[src/sdpa_pkg.sv]
// ----------------------------------------------------------------------------
// sdpa_pkg
// Shared widths, ASCII codes and stage item types for the signed decimal
// padded ASCII unit.
// ----------------------------------------------------------------------------
`default_nettype none

package sdpa_pkg;

    // Field and datapath widths.
    localparam int MAG_W         = 32;
    localparam int FLD_W         = 6;
    localparam int IN_W          = 48;
    localparam int CHAR_W        = 8;
    localparam int BCD_DIGITS    = 10;
    localparam int DIG_W         = 4;
    localparam int IDX_W         = 4;
    localparam int TOT_W         = 7;

    // Double-dabble partitioning: shift steps per stage and stage count.
    localparam int DAB_STEPS     = 4;
    localparam int DAB_STAGES    = MAG_W / DAB_STEPS;

    // Default saturation width of the text.
    localparam int DEF_MAX_WIDTH = 32;

    // Character codes.
    localparam logic [CHAR_W-1:0] ASCII_ZERO  = 8'h30;
    localparam logic [CHAR_W-1:0] ASCII_MINUS = 8'h2D;

    // Item moving through the conversion stages.
    typedef struct packed {
        logic                                neg;
        logic [MAG_W-1:0]                    bin;
        logic [BCD_DIGITS-1:0][DIG_W-1:0]    bcd;
        logic [FLD_W-1:0]                    min_width;
        logic [FLD_W-1:0]                    min_digits;
    } conv_t;

    // Item handed to the character serializer.
    typedef struct packed {
        logic                                neg;
        logic [TOT_W-1:0]                    total;
        logic [IDX_W-1:0]                    ndig;
        logic [BCD_DIGITS-1:0][DIG_W-1:0]    digits;
    } emit_t;

endpackage

`default_nettype wire

[src/signed_decimal_padded_ascii_unit.sv]
// Path: an accepted item is loaded into the input stage, then passes the 8
// conversion stages, sizing, the serializer load and the output register.
// Throughput: one character per cycle while m_tready is high; a number has
// 1 to MAX_WIDTH characters, and the serializer loads the next number as it
// sends the last character of the one before.
// Reset: rst_n asynchronous, active low, empties all stages and the output.
// ----------------------------------------------------------------------------
// signed_decimal_padded_ascii_unit
// Converts a signed 32-bit integer into zero padded decimal ASCII text, one
// character per output item, with tlast on the final character.
// ----------------------------------------------------------------------------
`default_nettype none

module signed_decimal_padded_ascii_unit #(
    parameter int MAX_WIDTH = sdpa_pkg::DEF_MAX_WIDTH
) (
    input  wire logic                        clk,
    input  wire logic                        rst_n,
    input  wire logic                        s_tvalid,
    output logic                             s_tready,
    // Fields from bit 0: value[31:0], min_width[37:32], min_digits[43:38], zeros.
    input  wire logic [sdpa_pkg::IN_W-1:0]   s_tdata,
    output logic                             m_tvalid,
    input  wire logic                        m_tready,
    // Fields from bit 0: char_out[7:0].
    output logic [sdpa_pkg::CHAR_W-1:0]      m_tdata,
    output logic                             m_tlast
);
    import sdpa_pkg::*;

    logic  dab_valid [DAB_STAGES+1];
    logic  dab_ready [DAB_STAGES+1];
    conv_t dab_item  [DAB_STAGES+1];
    logic  size_valid;
    logic  size_ready;
    emit_t size_item;

    // Sign and magnitude.
    sdpa_front u_front (
        .clk       (clk),
        .rst_n     (rst_n),
        .in_valid  (s_tvalid),
        .in_ready  (s_tready),
        .in_data   (s_tdata),
        .out_valid (dab_valid[0]),
        .out_ready (dab_ready[0]),
        .out_item  (dab_item[0])
    );

    // Binary to BCD conversion chain.
    for (genvar g = 0; g < DAB_STAGES; g++)
    begin : g_dabble
        sdpa_dabble u_dabble (
            .clk       (clk),
            .rst_n     (rst_n),
            .in_valid  (dab_valid[g]),
            .in_ready  (dab_ready[g]),
            .in_item   (dab_item[g]),
            .out_valid (dab_valid[g+1]),
            .out_ready (dab_ready[g+1]),
            .out_item  (dab_item[g+1])
        );
    end

    // Digit count and text width.
    sdpa_size #(
        .MAX_WIDTH (MAX_WIDTH)
    ) u_size (
        .clk       (clk),
        .rst_n     (rst_n),
        .in_valid  (dab_valid[DAB_STAGES]),
        .in_ready  (dab_ready[DAB_STAGES]),
        .in_item   (dab_item[DAB_STAGES]),
        .out_valid (size_valid),
        .out_ready (size_ready),
        .out_item  (size_item)
    );

    // Character serializer.
    sdpa_emit u_emit (
        .clk      (clk),
        .rst_n    (rst_n),
        .in_valid (size_valid),
        .in_ready (size_ready),
        .in_item  (size_item),
        .m_valid  (m_tvalid),
        .m_ready  (m_tready),
        .m_char   (m_tdata),
        .m_last   (m_tlast)
    );

endmodule

`default_nettype wire

[src/sdpa_front.sv]
// ----------------------------------------------------------------------------
// sdpa_front
// Input stage: splits the packed input item, takes the sign and forms the
// unsigned magnitude that feeds the decimal conversion.
// ----------------------------------------------------------------------------
`default_nettype none

module sdpa_front (
    input  wire logic                      clk,
    input  wire logic                      rst_n,
    input  wire logic                      in_valid,
    output logic                           in_ready,
    input  wire logic [sdpa_pkg::IN_W-1:0] in_data,
    output logic                           out_valid,
    input  wire logic                      out_ready,
    output sdpa_pkg::conv_t                out_item
);
    import sdpa_pkg::*;

    logic             valid_reg;
    logic             valid_next;
    conv_t            item_reg;
    conv_t            item_next;
    logic [MAG_W-1:0] raw;

    assign raw      = in_data[MAG_W-1:0];
    assign in_ready = !valid_reg || out_ready;

    // Sign and magnitude; the most negative value wraps to 2^31 unsigned.
    always_comb
    begin
        item_next            = '0;
        item_next.neg        = raw[MAG_W-1];
        item_next.bin        = raw[MAG_W-1] ? (MAG_W'(0) - raw) : raw;
        item_next.min_width  = in_data[MAG_W+FLD_W-1:MAG_W];
        item_next.min_digits = in_data[MAG_W+2*FLD_W-1:MAG_W+FLD_W];
    end

    // Stage valid bit.
    assign valid_next = in_ready ? in_valid : valid_reg;

    always_ff @(posedge clk or negedge rst_n)
    begin
        if (!rst_n)
        begin
            valid_reg <= 1'b0;
        end
        else
        begin
            valid_reg <= valid_next;
        end
    end

    // Stage payload.
    always_ff @(posedge clk)
    begin
        if (in_valid && in_ready)
        begin
            item_reg <= item_next;
        end
    end

    assign out_valid = valid_reg;
    assign out_item  = item_reg;

endmodule

`default_nettype wire

[src/sdpa_dabble.sv]
// ----------------------------------------------------------------------------
// sdpa_dabble
// One stage of the shift-and-add-3 binary to BCD conversion. Each stage
// performs a fixed number of shift steps on the magnitude.
// ----------------------------------------------------------------------------
`default_nettype none

module sdpa_dabble (
    input  wire logic      clk,
    input  wire logic      rst_n,
    input  wire logic      in_valid,
    output logic           in_ready,
    input  wire sdpa_pkg::conv_t in_item,
    output logic           out_valid,
    input  wire logic      out_ready,
    output sdpa_pkg::conv_t out_item
);
    import sdpa_pkg::*;

    logic  valid_reg;
    logic  valid_next;
    conv_t item_reg;
    conv_t item_next;

    assign in_ready = !valid_reg || out_ready;

    // For each of the DAB_STEPS steps, correct every digit of five or more, then
    // shift one bit of the magnitude into the digit chain.
    always_comb
    begin
        item_next = in_item;
        for (int s = 0; s < DAB_STEPS; s++)
        begin
            for (int d = 0; d < BCD_DIGITS; d++)
            begin
                if (item_next.bcd[d] >= 4'd5)
                begin
                    item_next.bcd[d] = item_next.bcd[d] + 4'd3;
                end
            end
            {item_next.bcd, item_next.bin} = {item_next.bcd, item_next.bin} << 1;
        end
    end

    // Stage valid bit.
    assign valid_next = in_ready ? in_valid : valid_reg;

    always_ff @(posedge clk or negedge rst_n)
    begin
        if (!rst_n)
        begin
            valid_reg <= 1'b0;
        end
        else
        begin
            valid_reg <= valid_next;
        end
    end

    // Stage payload.
    always_ff @(posedge clk)
    begin
        if (in_valid && in_ready)
        begin
            item_reg <= item_next;
        end
    end

    assign out_valid = valid_reg;
    assign out_item  = item_reg;

endmodule

`default_nettype wire

[src/sdpa_size.sv]
// ----------------------------------------------------------------------------
// sdpa_size
// Sizing stage: counts the significant digits and works out the total text
// width from the minimum width, the minimum digit count and the sign.
// ----------------------------------------------------------------------------
`default_nettype none

module sdpa_size #(
    parameter int MAX_WIDTH = sdpa_pkg::DEF_MAX_WIDTH
) (
    input  wire logic       clk,
    input  wire logic       rst_n,
    input  wire logic       in_valid,
    output logic            in_ready,
    input  wire sdpa_pkg::conv_t in_item,
    output logic            out_valid,
    input  wire logic       out_ready,
    output sdpa_pkg::emit_t out_item
);
    import sdpa_pkg::*;

    logic             valid_reg;
    logic             valid_next;
    emit_t            item_reg;
    emit_t            item_next;
    logic [IDX_W-1:0] ndig;
    logic [TOT_W-1:0] sign_w;
    logic [TOT_W-1:0] wide_w;
    logic [TOT_W-1:0] digit_w;
    logic [TOT_W-1:0] total;

    assign in_ready = !valid_reg || out_ready;

    // Significant digits; zero still shows one digit.
    always_comb
    begin
        ndig = IDX_W'(1);
        for (int i = 1; i < BCD_DIGITS; i++)
        begin
            if (in_item.bcd[i] != '0)
            begin
                ndig = IDX_W'(i + 1);
            end
        end
    end

    // Width in use, saturated at the maximum; the cap cuts padding, then sign and digits.
    always_comb
    begin
        sign_w  = TOT_W'(in_item.neg);
        wide_w  = TOT_W'(in_item.min_width);
        digit_w = TOT_W'(in_item.min_digits) + sign_w;
        total   = TOT_W'(ndig) + sign_w;
        if (wide_w > total)
        begin
            total = wide_w;
        end
        if (digit_w > total)
        begin
            total = digit_w;
        end
        if (total > TOT_W'(MAX_WIDTH))
        begin
            total = TOT_W'(MAX_WIDTH);
        end
    end

    always_comb
    begin
        item_next.neg    = in_item.neg;
        item_next.total  = total;
        item_next.ndig   = ndig;
        item_next.digits = in_item.bcd;
    end

    // Stage valid bit.
    assign valid_next = in_ready ? in_valid : valid_reg;

    always_ff @(posedge clk or negedge rst_n)
    begin
        if (!rst_n)
        begin
            valid_reg <= 1'b0;
        end
        else
        begin
            valid_reg <= valid_next;
        end
    end

    // Stage payload.
    always_ff @(posedge clk)
    begin
        if (in_valid && in_ready)
        begin
            item_reg <= item_next;
        end
    end

    assign out_valid = valid_reg;
    assign out_item  = item_reg;

endmodule

`default_nettype wire

[src/sdpa_emit.sv]
// ----------------------------------------------------------------------------
// sdpa_emit
// Character serializer: holds one converted number and sends its sign,
// zero padding and digits via its output register, one per unstalled cycle.
// ----------------------------------------------------------------------------
`default_nettype none

module sdpa_emit (
    input  wire logic                          clk,
    input  wire logic                          rst_n,
    input  wire logic                          in_valid,
    output logic                               in_ready,
    input  wire sdpa_pkg::emit_t               in_item,
    output logic                               m_valid,
    input  wire logic                          m_ready,
    output logic [sdpa_pkg::CHAR_W-1:0]        m_char,
    output logic                               m_last
);
    import sdpa_pkg::*;

    logic              busy_reg;
    logic              busy_next;
    emit_t             item_reg;
    logic [TOT_W-1:0]  rem_reg;
    logic [TOT_W-1:0]  rem_next;
    logic              out_valid_reg;
    logic              out_valid_next;
    logic [CHAR_W-1:0] char_reg;
    logic              last_reg;
    logic [CHAR_W-1:0] char_now;
    logic [IDX_W-1:0]  digit_idx;
    logic              adv;
    logic              fire;
    logic              finish;
    logic              load;

    // Handshake: a held number gives a character whenever the output register frees.
    assign adv      = !out_valid_reg || m_ready;
    assign fire     = busy_reg && adv;
    assign finish   = fire && (rem_reg == TOT_W'(1));
    assign in_ready = !busy_reg || finish;
    assign load     = in_valid && in_ready;

    // Character for the current position, counted down from the end.
    assign digit_idx = IDX_W'(rem_reg - TOT_W'(1));

    always_comb
    begin
        priority if (rem_reg <= TOT_W'(item_reg.ndig))
        begin
            char_now = ASCII_ZERO + CHAR_W'(item_reg.digits[digit_idx]);
        end
        else if (item_reg.neg && (rem_reg == item_reg.total))
        begin
            char_now = ASCII_MINUS;
        end
        else
        begin
            char_now = ASCII_ZERO;
        end
    end

    // Control next state.
    always_comb
    begin
        busy_next = busy_reg;
        rem_next  = rem_reg;
        if (load)
        begin
            busy_next = 1'b1;
            rem_next  = in_item.total;
        end
        else if (fire)
        begin
            rem_next = rem_reg - TOT_W'(1);
            if (finish)
            begin
                busy_next = 1'b0;
            end
        end
    end

    assign out_valid_next = adv ? fire : out_valid_reg;

    always_ff @(posedge clk or negedge rst_n)
    begin
        if (!rst_n)
        begin
            busy_reg      <= 1'b0;
            rem_reg       <= '0;
            out_valid_reg <= 1'b0;
        end
        else
        begin
            busy_reg      <= busy_next;
            rem_reg       <= rem_next;
            out_valid_reg <= out_valid_next;
        end
    end

    // Held number and output character.
    always_ff @(posedge clk)
    begin
        if (load)
        begin
            item_reg <= in_item;
        end
        if (fire)
        begin
            char_reg <= char_now;
            last_reg <= finish;
        end
    end

    assign m_valid = out_valid_reg;
    assign m_char  = char_reg;
    assign m_last  = last_reg;

endmodule

`default_nettype wire

[config.mk]
export PLATFORM = sky130hd
export DESIGN_NAME = signed_decimal_padded_ascii_unit
export DESIGN_NICKNAME = d
export VERILOG_FILES = /design/src/sdpa_pkg.sv /design/src/signed_decimal_padded_ascii_unit.sv /design/src/sdpa_front.sv /design/src/sdpa_dabble.sv /design/src/sdpa_size.sv /design/src/sdpa_emit.sv
export SDC_FILE = /design/constraint.sdc
export NUM_CORES = 1
export LEC_CHECK = 0
export ABC_CLOCK_PERIOD_IN_PS = 6910
export BUFFER_PORTS_ARGS = -buffer_cell sky130_fd_sc_hd__buf_2
export CORE_MARGIN = 5
export CORE_UTILIZATION = 50
export CTS_BUF_LIST = sky130_fd_sc_hd__clkbuf_4 sky130_fd_sc_hd__clkbuf_8 sky130_fd_sc_hd__clkbuf_16
export CTS_CLUSTER_SIZE = 14
export DETAILED_ROUTE_END_ITERATION = 7
export PLACE_DENSITY = 0.67
export SKIP_LAST_GASP = 1
export SYNTH_ARGS = -nofsm -noshare
export SYNTH_HDL_FRONTEND = slang
export SYNTH_SLANG_ARGS = --single-unit
[constraint.sdc]
create_clock -name clk -period 6.91 [get_ports clk]
set_clock_uncertainty 0.2 [all_clocks]
set_input_delay 1.382 -clock clk [delete_from_list [all_inputs] [get_ports clk]]
set_output_delay 1.382 -clock clk [all_outputs]
set_load 0.02 [all_outputs]
# Word level (Yosys, flattened, before mapping)
# Index checks and enable logic that the tools add are counted.
[word_totals]
wordCells = 1029
in_bits = 52
ff_bits = 675
output_inout_bits = 11
[op_classes]
mux = 286
addsub = 270
magnitude_cmp = 270
n_eq_ne = 2
reduce_logical = 50
[ops]
columns = ["cell", "count"]
rows = [
  ["$ge 4x3->1 const B", 255],
  ["$mux 4", 250],
  ["$add 4x2->4 const B", 234],
  ["$mux 3", 22],
  ["$add 3x2->3 const B", 21],
  ["$reduce_bool 4->1", 9],
  ["$sub 1x32->32 const A", 1],
  ["$mux 31", 1],
  ["$add 1x2->3 const B", 10],
  ["$ge 1x3->1 const B", 10],
  ["$mux 7", 4],
  ["$bmux 4 s4", 1],
  ["$logic_and 1x1->1", 14],
  ["$logic_not 1->1", 12],
  ["$logic_or 1x1->1", 12],
  ["$mux 8", 1],
  ["$add 6x1->7", 1],
  ["$add 6x4->7 const A", 1],
  ["$eq 7x1->1 const B", 1],
  ["$eq 7x7->1", 1],
  ["$gt 6x7->1", 1],
  ["$gt 7x6->1 const B", 1],
  ["$gt 7x7->1", 1],
  ["$le 7x4->1", 1],
  ["8 further kinds", 13],
]

# Depth between registers and ports, before layout
# Gate-level depths: netlist of run 1.
[logic_depth]
word_depth = 16
depth_mapped = 23
ltp_nobuf = 23

# By module
# From an unflattened synthesis of run 1, not the netlist that was laid out.
[unflattened]
hier_cells = 7549
hier_area_um2 = 68844.8
[by_module_without_submodules]
columns = ["mod", "cells_each", "area_per_inst_um2", "seq_area_each_um2", "instances"]
rows = [
  ["sdpa_dabble", 874, 7623.6, 2457.4, 8],
  ["sdpa_emit", 187, 2909.0, 1966.9, 1],
  ["sdpa_size", 183, 2478.6, 1586.5, 1],
  ["sdpa_front", 187, 2468.6, 1376.3, 1],
]

# Least setup slack after synthesis of run 1
# No wires, ideal clock.
[synth_path]
path_kind = "input port to flip-flop"
start = "input port m_tready"
end = "register g_dabble[6].u_dabble.item_reg, in the netlist g_dabble[6].u_dabble.out_item[0], enable pin"
setup_time_ns = 0.548
setup_slack_ns = 0.314
t_arrival_ns = 5.847
n_path_buf = 0
cell_stages = 4
t_required_ns = 6.162
cell_sequence = "nand2b_1 a41oi_1 and3_1 a21boi_0"
[synth_between]
elab_chain_cells = 8
[synth_lines]
columns = ["item", "line_no", "rtl"]
rows = [
  ["from (decl)", "signed_decimal_padded_ascii_unit.sv:24", "input wire logic m_tready,"],
  ["$logic_or 1x1->1", "sdpa_emit.sv:38", "assign adv = !out_valid_reg || m_ready;"],
  ["$logic_and 1x1->1", "sdpa_emit.sv:39", "assign fire = busy_reg && adv;"],
  ["$logic_and 1x1->1", "sdpa_emit.sv:40", "assign finish = fire && (rem_reg == TOT_W'(1));"],
  ["$logic_or 1x1->1", "sdpa_emit.sv:41", "assign in_ready = !busy_reg || finish;"],
  ["$logic_or 1x1->1", "sdpa_size.sv:32", "assign in_ready = !valid_reg || out_ready;"],
  ["$logic_or 1x1->1 (2 in a row)", "sdpa_dabble.sv:25", "assign in_ready = !valid_reg || out_ready;"],
  ["$logic_and 1x1->1", "sdpa_dabble.sv:63", "if (in_valid && in_ready)"],
  ["to (signal assigned)", "sdpa_dabble.sv:65", "item_reg <= item_next;"],
  ["to (decl)", "sdpa_dabble.sv:22", "conv_t item_reg;"],
]
# Every way passes these cells.
# A chain may end at the register's enable or synchronous reset.

# Final worst setup path of run 1
[layout_path]
start = "register g_dabble[7].u_dabble.item_reg, in the netlist g_dabble[7].u_dabble.out_item[21]"
end = "register u_size.item_reg, in the netlist u_size.out_item[44], data pin"
[layout_between]
elab_chain_cells = 15
[layout_lines]
columns = ["item", "line_no", "rtl"]
rows = [
  ["from (decl)", "sdpa_dabble.sv:22", ""],
  ["from (signal assigned)", "sdpa_dabble.sv:65", ""],
  ["$reduce_bool 4->1 (*)", "sdpa_size.sv:40", "if (in_item.bcd[i] != '0)"],
  ["$mux 4 (*) (8 in a row)", "sdpa_size.sv:40", ""],
  ["via u_size.ndig[0]", "sdpa_size.sv:26", "logic [IDX_W-1:0] ndig;"],
  ["$add 4x1->5 (*)", "sdpa_size.sv:53", "total = TOT_W'(ndig) + sign_w;"],
  ["$gt 6x7->1", "sdpa_size.sv:54", "if (wide_w > total)"],
  ["$mux 7 (*)", "sdpa_size.sv:54", ""],
  ["$gt 7x7->1", "sdpa_size.sv:58", "if (digit_w > total)"],
  ["$mux 7 (*)", "sdpa_size.sv:58", ""],
  ["$gt 7x6->1", "sdpa_size.sv:62", "if (total > TOT_W'(MAX_WIDTH))"],
  ["to (signal assigned)", "sdpa_size.sv:96", "item_reg <= item_next;"],
  ["to (decl)", "sdpa_size.sv:24", "emit_t item_reg;"],
]
# The timed path passes the listed nets; every way through them passes the cells marked *.

==> results.md, run 1 <==
* Cell area after layout at 40100 µm²
* Mapped cell area at approximately 37000 µm²
* GRT Total Usage at 14.3%
* Largest net degree at the start of global routing at 55
* FF+latch count, synth at 575
* CORE AREA at between 70000 and 80000 µm²
* Postcts setup bufs at 0
* Leakage at 16.4 nW
* Worst setup EP type: flop
* Share of layout cells above drive strength 1 at 10.1%
* Worst slew pin tran at 1.09 ns
* TritonCTS buffer count at 61
* First-pass GRT wire length at 98.3 mm
* Synth-to-Final Area Change at 9.73%
* Run status: completed
* Clk buf depth at 3
* Setup crit start kind: flop
* Final Hold Viols at 0
* Max Cap Violations at 0
* Unrepaired setup endpoints after global routing: false
* Vias/cell at roughly 5.2
* Antenna violations before repair at 0
* Die ar. at 78600 µm²
* Fillcell total at about 6200
* Seq/Total Area, Yosys at 47.0%
* Cell area after placement at 38100 µm²
* Total vias in the final route at 23078
* Final period util at 83.3%
* CP Class: reg -> reg
* Achievable Freq at 0.174 GHz
* Critical Path RT at 7.07 ns
* VDD IR max at 0.268 mV
* Max FFs per register at 401
* Row count at 99
* Setup TNS at 0 ns
* Die height at 280 µm
* Leading post-synthesis cells by cell area: edfxtp_1, ha_1, mux2i_1, xnor2_1, inv_1
* Worst-Skew Late Latency at 0.63 ns
* Netlist cell types at 90
* Final weighted congestion in routability-driven placement at around 0.8
* Asr flop ratio synth at between 3 and 4%
* Final min period at around 5.8 ns
* Most frequent cells in the layout: edfxtp_1, inv_1, ha_1
* Wirelength per Cell at 12.8 µm
* Slew Limit Fails at 0
* Clock root cell: clkbuf_16
* Initial DRC Count at 1074
* Critical Path Fanout Max at 7
* Cell Pwr Density at 222 nW/µm²
* Hold_buf cts at 0
* Vias in the first global route at 22079
* Leading area contributor after synthesis: edfxtp_1
* Register clock-pin slew on the reported worst setup and hold paths at 0.06 ns
* YS warnings at 0
* Clock sink total at 575
* DP HPWL at 43.0 mm
* Drt first pass iters at 5
* # IOs at 63
* ANT cells at 0
* Commonest non-fill, non-tap cell in the layout: edfxtp_1
* NumNets Final at 3814
* Crit path DAT at 5.92 ns
* ANT nets after route at 0
* EDFF count, synth at roughly 560
* Cells after Synth at approximately 3300
* Ys flop type: edfxtp_1
* Slew HR at 27.3%
* GRT overflow at 0
* Drt drc at 0
* Die W at 280 µm
* Avg Synthesized Cell Area at 11.0 µm²
* Final setup viols at 0
* CTS resizes at 0
* Initial Utilization at 50.3%
* Area share of the largest cell type after synthesis at a little under half
* TritonCTS clock tree: yes
* # H-tree levels at 2
* PortBufs at 55
* Worst hold path type: reg -> reg
* Routed Wire Length at around 57 mm
-- cells in the mapped netlist, types with 9 or more instances --
| library cell | number |
|---|---|
| a21boi_0 | 16 |
| o21ai_1 | 9 |
| xor2_1 | 30 |
| ha_1 | 340 |
| o21bai_1 | 19 |
| o31ai_1 | 34 |
| or3_1 | 13 |
| and3_1 | 10 |
| nand2_1 | 192 |
| o211ai_1 | 12 |
| clkbuf_1 | 20 |
| or4_1 | 13 |
| a221oi_1 | 12 |
| o21a_1 | 20 |
| nor2_1 | 185 |
| dfrtp_1 | 19 |
| nor4_1 | 12 |
| nor2b_1 | 112 |
| nand3_1 | 21 |
| mux2i_1 | 173 |
| a211o_1 | 19 |
| a21bo_2 | 11 |
| a21oi_1 | 149 |
| or2_2 | 29 |
| o22ai_1 | 14 |
| and2_1 | 18 |
| a2bb2oi_1 | 16 |
| nor3b_1 | 23 |
| xnor2_1 | 157 |
| a31oi_1 | 16 |
| nand2b_1 | 132 |
| edfxtp_1 | 556 |
| mux2_2 | 90 |
| a211oi_1 | 48 |
| nor3_1 | 60 |
| o21ai_0 | 175 |
| inv_1 | 360 |
| a21o_1 | 42 |
-- metal layers --
| metal | vias to the layer above | track usage, % | wire (µm) |
|---|---|---|---|
| li1 | 12225 | - | - |
| met2 | 176 | 25.2 | 27300 |
| met4 | 0 | 4.29 | 1510 |
| met5 | - | 0 | 0 |
| met3 | 81 | 2.04 | 1490 |
| met1 | 10596 | 18.3 | 26400 |
-- kinds of logic after synthesis --
group	count (synthesis)	synth area share [%]
buf+inv	384	3.97
compound gates	699	12.7
xor+xnor	187	4.48
flops	575	47.0
mux	272	8.04
other cells	2	0.0205
fa+ha+maj	340	11.6
simple gates	855	12.2
-- worst max-delay path: stages (launching register included) --
cell and delay (ns):
edfxtp_1 0.41, or4_1 0.53, o21ai_0 0.17, a21oi_1 0.08, o21ai_0 0.17, a21oi_1 0.12, ha_1 0.26, or4_1 0.53
o211a_1 0.17, ha_1 0.30, and3_1 0.16, a31oi_1 0.08, a21oi_1 0.41, mux2_2 0.41, ha_1 0.29, nor2b_1 0.12
o21ai_0 0.10, o32ai_1 0.64, nor2_2 0.18, mux2i_1 0.16
-- worst paths after layout --
kind	startpoint	slack (ns)	cells past startpoint	endpoint
worst max register to register	g_dabble[7].u_dabble.out_item[21]	1.15	19	u_size.out_item[44]
min in group asynchronous	rst_n	0.52	1	u_front.out_valid
worst min-delay path	u_front.out_item[76]	0.21	0	g_dabble[0].u_dabble.out_item[80]
worst max-delay path	g_dabble[7].u_dabble.out_item[21]	1.15	19	u_size.out_item[44]
worst min register to register	u_front.out_item[76]	0.21	0	g_dabble[0].u_dabble.out_item[80]
max in group asynchronous	rst_n	5.64	1	g_dabble[3].u_dabble.out_valid
-- final cells by class --
class                           count  area (µm²)  area share [%]
Clock buffer                       78        1680            4.18
Clock inverter                     34         372           0.926
Inverter                          360        1350            3.37
Multi-Input combinational cell   2358       18000            44.8
Sequential cell                   575       17200            42.8
Tap cell                          959        1200            2.99
Timing Repair Buffer               66         358           0.892
-- per-stage QoR --
stage / util, % / power, mW / instances / hold WS (ns) / setup WS (ns)
finish: 55.2 / 8.91 / 4430 / 0.206 / 1.15
global route: 55.2 / 9.39 / 4430 / 0.219 / 0.723
CTS: 55.2 / 9.03 / 4430 / 0.209 / 1.17
detailed placement: 52.4 / 5.74 / 4318 / 0.205 / 1.20
global placement: 52.4 / 5.70 / 4318 / 0.201 / 1.22
floorplan: - / 5.42 / 3317 / 0.200 / 0.314
-- power by group --
group	total (mW)	internal (mW)	leakage (nW)	switching [mW]
clock	3.25	1.91	1.01	1.34
sequential	4.08	3.98	5.19	0.0961
combinational	1.58	0.741	10.2	0.837
total	8.91	6.63	16.4	2.28
(Power assumes the default switching activity.)
==> run 2, diff against run 1 <==
--- a/config.mk
+++ b/config.mk
@@ -5,7 +5,7 @@
 export SDC_FILE = /design/constraint.sdc
 export NUM_CORES = 1
 export LEC_CHECK = 0
-export ABC_CLOCK_PERIOD_IN_PS = 6910
+export ABC_CLOCK_PERIOD_IN_PS = 5800
 export BUFFER_PORTS_ARGS = -buffer_cell sky130_fd_sc_hd__buf_2
 export CORE_MARGIN = 5
 export CORE_UTILIZATION = 50
==> constraint.sdc (replaced) <==
create_clock -name clk -period 5.8 [get_ports clk]
set_clock_uncertainty 0.2 [all_clocks]
set_input_delay 1.16 -clock clk [delete_from_list [all_inputs] [get_ports clk]]
set_output_delay 1.16 -clock clk [all_outputs]
set_load 0.02 [all_outputs]
==> run 2 against run 1 <==
Combinational power rose by 20%; clock power rose by 26%; sequential cell count did not move; hold slack got worse by 0.0035 ns; critical path depth rose by 1; maximum frequency rose by 4.4%; sequential share of layout area fell by 0.20 points; cell count rose by 0.18%; worst setup slack got worse by 0.86 ns; power rose by 22%; count of clock-buffer cells in the layout fell by 2; largest cell class unchanged; highest routed layer unchanged.
==> results.md, run 2 (synthesized netlist as in run 1, its figures left out) <==
* Synth-to-Final Area Change at 10.2% (was 9.73%)
* Cell area after layout at 40300 µm² (was 40100 µm²)
* Clock root cell: clkbuf_16 (unchanged)
* GRT overflow at 0 (unchanged)
* Drt drc at 0 (unchanged)
* Initial DRC Count at 1027 (was 1074)
* Sequential share of power at 44.7% (was 45.8%)
* Register Area at 17200 µm² (unchanged)
* Run status: completed (unchanged)
* Internal at 8.12 mW (was 6.63 mW)
* Initial Utilization at 50.3% (unchanged)
* Worst path top cell family by delay: simple AND/OR/NAND/NOR gates (was compound AO/OA/AOI/OAI gates)
* PortBufs at 55 (unchanged)
* # H-tree levels at 2 (unchanged)
* Final min period at 5.51 ns (was 5.76 ns)
* TritonCTS buffer count at 60 (was 61)
* Row count at 99 (unchanged)
* Antenna violations before repair at 1 (was 0)
* Commonest non-fill, non-tap cell in the layout: edfxtp_1 (unchanged)
* Final setup viols at 0 (unchanged)
* Area of the multi-input gates at 18000 µm² (about the same)
* Switching pwr at 2.74 mW (was 2.28 mW)
* Slew HR at 27.0% (was 27.3%)
* Flop-to-flop setup slack at 0.29 ns (was 1.15 ns)
* Register clock-pin slew on the reported worst setup and hold paths at 0.07 ns (was 0.06 ns)
* Wirelength per Cell at 13.0 µm (was 12.8 µm)
* Worst setup margin at 0.286 ns (was 1.15 ns)
* Worst setup EP type: flop (unchanged)
* Gate power share at 17.5% (was 17.7%)
* Total vias in the final route at 23270 (was 23078)
* Worst slew pin tran at 1.10 ns (was 1.09 ns)
* Postcts setup bufs at 0 (unchanged)
* Setup crit start kind: flop (unchanged)
* Hold_buf cts at 0 (unchanged)
* Pre-CTS WS at 0.352 ns (was 1.20 ns)
* Slew Limit Fails at 0 (unchanged)
* Hold_ws at 0.202 ns (was 0.206 ns)
* GRT Total Usage at 14.6% (was 14.3%)
* Final period util at 95.1% (was 83.3%)
* Max FFs per register at 401 (unchanged)
* TritonCTS clock tree: yes (unchanged)
* Clock Power Share at 37.8% (was 36.5%)
* CTS resizes at 0 (unchanged)
* Worst path bufs/invs at 0 (unchanged)
* NumNets Final at 3818 (was 3814)
* Critical Path Fanout Max at 6 (was 7)
* Die W at 280 µm (unchanged)
* CP peak stage delay at 0.53 ns (was 0.64 ns)
* DP HPWL at 43.7 mm (was 43.0 mm)
* Worst hold path type: reg -> reg (unchanged)
* Clock sink total at 575 (unchanged)
* Switching portion of total power at 25.2% (was 25.5%)
* VDD IR max at 0.291 mV (was 0.268 mV)
* Vias/cell at 5.24 (was 5.21)
* Die height at 280 µm (unchanged)
* Leakage at 16.5 nW (was 16.4 nW)
* Max Cap Violations at 0 (unchanged)
* ANT nets after route at 0 (unchanged)
* Placed cells at 4323 (was 4318)
* Achievable Freq at 0.181 GHz (was 0.174 GHz)
* Fin cells at 4438 (was 4430)
* CP Cell Sequence: or4_1 -> o21ai_0 -> a21oi_1 -> o21ai_0 -> a21oi_1 -> ha_1 -> or4_1 -> o211a_1 -> ha_1 -> and3_1 -> a31oi_1 -> a21oi_1 -> mux2_2 -> ha_1 -> nor2b_1 -> o21ai_0 -> a21oi_1 -> mux2_4 -> or4_1 -> o21ai_1 (was or4_1 -> o21ai_0 -> a21oi_1 -> o21ai_0 -> a21oi_1 -> ha_1 -> or4_1 -> o211a_1 -> ha_1 -> and3_1 -> a31oi_1 -> a21oi_1 -> mux2_2 -> ha_1 -> nor2b_1 -> o21ai_0 -> o32ai_1 -> nor2_2 -> mux2i_1)
* Cell Pwr Density at 269 nW/µm² (was 222 nW/µm²)
* Final weighted congestion in routability-driven placement at 0.813 (was 0.795)
* Routed Wire Length at 57.9 mm (was 56.6 mm)
* Most frequent cells in the layout: edfxtp_1, inv_1, ha_1 (unchanged)
* Slowest CP cell: or4_1 (was o32ai_1)
* # IOs at 63 (unchanged)
* Final Hold Viols at 0 (unchanged)
* Die ar. at 78600 µm² (unchanged)
* Vias in the first global route at 22055 (was 22079)
* Worst-Skew Late Latency at 0.62 ns (was 0.63 ns)
* CP Class: reg -> reg (unchanged)
* Post-layout util at 55.4% (was 55.2%)
* CORE AREA at 72700 µm² (unchanged)
* Drt first pass iters at 5 (unchanged)
* Largest net degree at the start of global routing at 54 (was 55)
* Fillcell total at 6140 (was 6183)
* Clk buf depth at 3 (unchanged)
* First-pass GRT wire length at 99.8 mm (was 98.3 mm)
* Most frequent cell on the critical path: a21oi_1
* Crit path DAT at 5.79 ns (was 5.92 ns)
* Unrepaired setup endpoints after global routing: true (was false)
* Cell area after placement at 38100 µm² (about the same)
* Critical Path RT at 6.08 ns (was 7.07 ns)
* Share of layout cells above drive strength 1 at 10.4% (was 10.1%)
==> run 2: cell count changes in the layout (fill, tap and decap cells not counted), sizes merged <==
cell	before	now
inv	362	360
buf	66	71
clkbuf	78	76
bufinv	5	10
diode	0	1
clkinvlp	5	6
==> run 2: power by group through the flow <==
| stage | clock, mW | combinational [mW] | sequential, mW |
|---|---|---|---|
| floorplan | 0 | 1.57 | 4.89 |
| global placement | 0 | 1.86 | 4.94 |
| detailed placement | 0 | 1.90 | 4.95 |
| CTS | 4.23 | 1.92 | 4.86 |
| global route | 4.40 | 2.15 | 4.87 |
| finish | 4.10 | 1.90 | 4.86 |
==> run 2: stage by stage <==
step,TNS (ns),total power [mW]
after floorplan,0,6.46
after global placement,0,6.80
after detailed placement,0,6.84
after CTS,0,11.0
after global routing,-0.0330,11.4
final,0,10.9
==> run 2: cell type report <==
cell class	count	share of cell area, %
antenna	1	0.00621
clock buffer	76	4.13
clock inverter	38	1.28
inverter	360	3.35
multi-input combinational	2358	44.7
sequential	575	42.6
tap	959	2.98
timing repair buffer	71	0.981
==> run 2: metal layers <==
metal	track usage, %	wire length (µm)	part of all wire, %
met1	18.6	26600	46
met2	26.2	28300	49
met3	2.07	1660	2.9
met4	3.70	1310	2.3
met5	0	0	0
==> run 2: worst paths after layout <==
path | from | depth (start not counted) | end
setup reg to reg | g_dabble[7].u_dabble.out_item[21] | 20 | u_size.out_item[45]
max in group asynchronous | rst_n | 1 | g_dabble[2].u_dabble.out_valid
hold reg to reg | g_dabble[3].u_dabble.out_item[8] | 0 | g_dabble[4].u_dabble.out_item[8]
hold / removal | g_dabble[3].u_dabble.out_item[8] | 0 | g_dabble[4].u_dabble.out_item[8]
setup / recovery | g_dabble[7].u_dabble.out_item[21] | 20 | u_size.out_item[45]
min in group asynchronous | rst_n | 1 | u_emit.m_valid
==> run 3, diff against run 2 <==
--- a/config.mk
+++ b/config.mk
@@ -12,7 +12,7 @@
 export CTS_BUF_LIST = sky130_fd_sc_hd__clkbuf_4 sky130_fd_sc_hd__clkbuf_8 sky130_fd_sc_hd__clkbuf_16
 export CTS_CLUSTER_SIZE = 14
 export DETAILED_ROUTE_END_ITERATION = 7
-export PLACE_DENSITY = 0.67
+export PLACE_DENSITY = 0.62
 export SKIP_LAST_GASP = 1
 export SYNTH_ARGS = -nofsm -noshare
 export SYNTH_HDL_FRONTEND = slang
==> run 3 against run 2 <==
Via count is 2.7% higher; sequential cell count unchanged; non-clock buffer count unchanged; power up 1.8%; sequential power about the same; hold slack gained 0.0067 ns; register-to-register slack improved by 0.07 ns; critical endpoint unchanged; largest cell class unchanged.
==> results.md, run 3 (synthesized netlist as in run 1, its figures left out) <==
* Unrepaired setup endpoints after global routing: true (unchanged)
* Slew Limit Fails at 0 (unchanged)
* Largest net degree at the start of global routing at 54 (unchanged)
* Final period util at 93.9% (was 95.1%)
* Worst slew pin tran at 1.19 ns (was 1.10 ns)
* Die height at 280 µm (unchanged)
* Initial DRC Count at 913 (was 1027)
* Area of the multi-input gates at 18000 µm² (about the same)
* Max FFs per register at 401 (unchanged)
* Final min period at 5.45 ns (was 5.51 ns)
* Leakage at 16.6 nW (was 16.5 nW)
* Clock sink total at 575 (unchanged)
* Metal3 WL at 1.47 mm (was 1.66 mm)
* Most frequent cells in the layout: edfxtp_1, inv_1, ha_1 (unchanged)
* Fillcell total at 5994 (was 6140)
* Worst-Skew Late Latency at 0.61 ns (was 0.62 ns)
* Achievable Freq at 0.184 GHz (was 0.181 GHz)
* PortBufs at 55 (unchanged)
* # IOs at 63 (unchanged)
* Die ar. at 78600 µm² (unchanged)
* First-pass GRT wire length at 107 mm (was 99.8 mm)
* Clock root cell: clkbuf_16 (unchanged)
* Uppermost routed layer: met4 (unchanged)
* TritonCTS clock tree: yes (unchanged)
* Total vias in the final route at 23905 (was 23270)
* Vias/cell at 5.38 (was 5.24)
* Final setup viols at 0 (unchanged)
* Register Area at 17200 µm² (unchanged)
* Fin cells at 4444 (was 4438)
* Final Hold Viols at 0 (unchanged)
* GRT Total Usage at 15.7% (was 14.6%)
* Flop-to-flop setup slack at 0.35 ns (was 0.29 ns)
* Register clock-pin slew on the reported worst setup and hold paths at 0.06 ns (was 0.07 ns)
* VDD IR max at 0.260 mV (was 0.291 mV)
* Drt drc at 0 (unchanged)
* Critical Path RT at 6.04 ns (was 6.08 ns)
* TritonCTS buffer count at 67 (was 60)
* Clk buf depth at 3 (unchanged)
* Critical Path Fanout Max at 6 (unchanged)
* Final weighted congestion in routability-driven placement at 0.827 (was 0.813)
* Crit path DAT at 5.68 ns (was 5.79 ns)
* Slew HR at 20.8% (was 27.0%)
* Share of layout cells above drive strength 1 at 10.6% (was 10.4%)
* Routed wl met2 at 33.0 mm (was 28.3 mm)
* Placed cells at 4321 (was 4323)
* Run status: completed (unchanged)
* GRT overflow at 0 (unchanged)
* Worst hold path type: reg -> reg (unchanged)
* # H-tree levels at 3 (was 2)
* DP HPWL at 48.2 mm (was 43.7 mm)
* WL met1 at 26.8 mm (was 26.6 mm)
* Antenna violations before repair at 0 (was 1)
* Commonest non-fill, non-tap cell in the layout: edfxtp_1 (unchanged)
* Vias in the first global route at 24149 (was 22055)
* CP Class: reg -> reg (unchanged)
* Initial Utilization at 50.3% (unchanged)
* Max Cap Violations at 0 (unchanged)
* Die W at 280 µm (unchanged)
* Cell Pwr Density at 273 nW/µm² (was 269 nW/µm²)
* NumNets Final at 3825 (was 3818)
* Wirelength per Cell at 14.1 µm (was 13.0 µm)
* Hold_ws at 0.209 ns (was 0.202 ns)
* ANT nets after route at 0 (unchanged)
* ANT cells at 0 (was 1)
* Setup crit start kind: flop (unchanged)
* Worst setup EP type: flop (unchanged)
* Drt first pass iters at 5 (unchanged)
* CORE AREA at 72700 µm² (unchanged)
* Synth-to-Final Area Change at 10.5% (was 10.2%)
* Routed Wire Length at 62.6 mm (was 57.9 mm)
* Row count at 99 (unchanged)
[run 3: changes by cell type in the layout (fill, tap and decap cells not counted), sizes merged]
cell / before / now
bufinv: 10 / 7
clkinvlp: 6 / 3
clkbuf: 76 / 84
inv: 360 / 365
diode: 1 / 0
[run 3: final cells by class]
cell class,instances,area share (%)
Multi-Input combinational cell,2358,44.6
Sequential cell,575,42.5
Clock buffer,84,4.52
Inverter,360,3.34
Tap cell,959,2.97
Clock inverter,37,1.15
Timing Repair Buffer,71,0.978
[run 3: final timing paths]
kind                                              startpoint                           endpoint  depth (start not counted)
max                        g_dabble[7].u_dabble.out_item[21]                u_size.out_item[45]                         22
min                        g_dabble[3].u_dabble.out_item[77]  g_dabble[4].u_dabble.out_item[81]                          0
max reg2reg                g_dabble[7].u_dabble.out_item[21]                u_size.out_item[45]                         22
min reg2reg                g_dabble[3].u_dabble.out_item[77]  g_dabble[4].u_dabble.out_item[81]                          0
max in group asynchronous                              rst_n     g_dabble[5].u_dabble.out_valid                          1
min in group asynchronous                              rst_n                  u_emit.rem_reg[3]                          1
[run 3: per-layer routing]
layer  GRT usage, %  up-vias
met5              0        -
met4           4.75        0
met3           2.17       90
met2           29.8      240
met1           18.4    11332
li1               -    12243
[run 3: through the flow]
stage	total power, mW	util [%]	cell area, µm²	TNS [ns]	worst slack (ns)
floorplan	6.46	-	36600	0	0.586
global placement	6.76	52.4	38100	0	0.319
detailed placement	6.88	52.4	38100	0	0.204
CTS	11.2	55.6	40400	0	0.189
global route	11.6	55.6	40400	-0.124	-0.124
finish	11.0	55.6	40400	0	0.353
[run 3: what timing repair did]
item / 4_1_cts / 5_1_grt
hold buffers: 0 / 0
buffers inserted: 0 / 2
endpoints found under the setup margin: 0 / 11
gates resized for setup: 0 / 8
[run 3: power by group]
| part | internal (mW) | switching [mW] |
|---|---|---|
| registers | 4.74 | 0.117 |
| clock network | 2.59 | 1.67 |
| logic | 0.890 | 1.04 |
[run 3: worst max-delay path, stage by stage (launching register included)]
cell	delay [ns]
edfxtp_1	0.41
or4_1	0.53
o21ai_0	0.18
a21oi_1	0.08
o21ai_0	0.17
a21oi_1	0.14
ha_1	0.22
or4_1	0.53
o211a_1	0.16
ha_1	0.29
and3_1	0.20
a31oi_1	0.21
a21oi_2	0.10
buf_4	0.15
nand2_1	0.04
o21ai_0	0.14
ha_1	0.23
a21o_1	0.16
a211oi_2	0.26
nor2_1	0.08
mux2_4	0.31
or4_1	0.40
o21ai_1	0.10
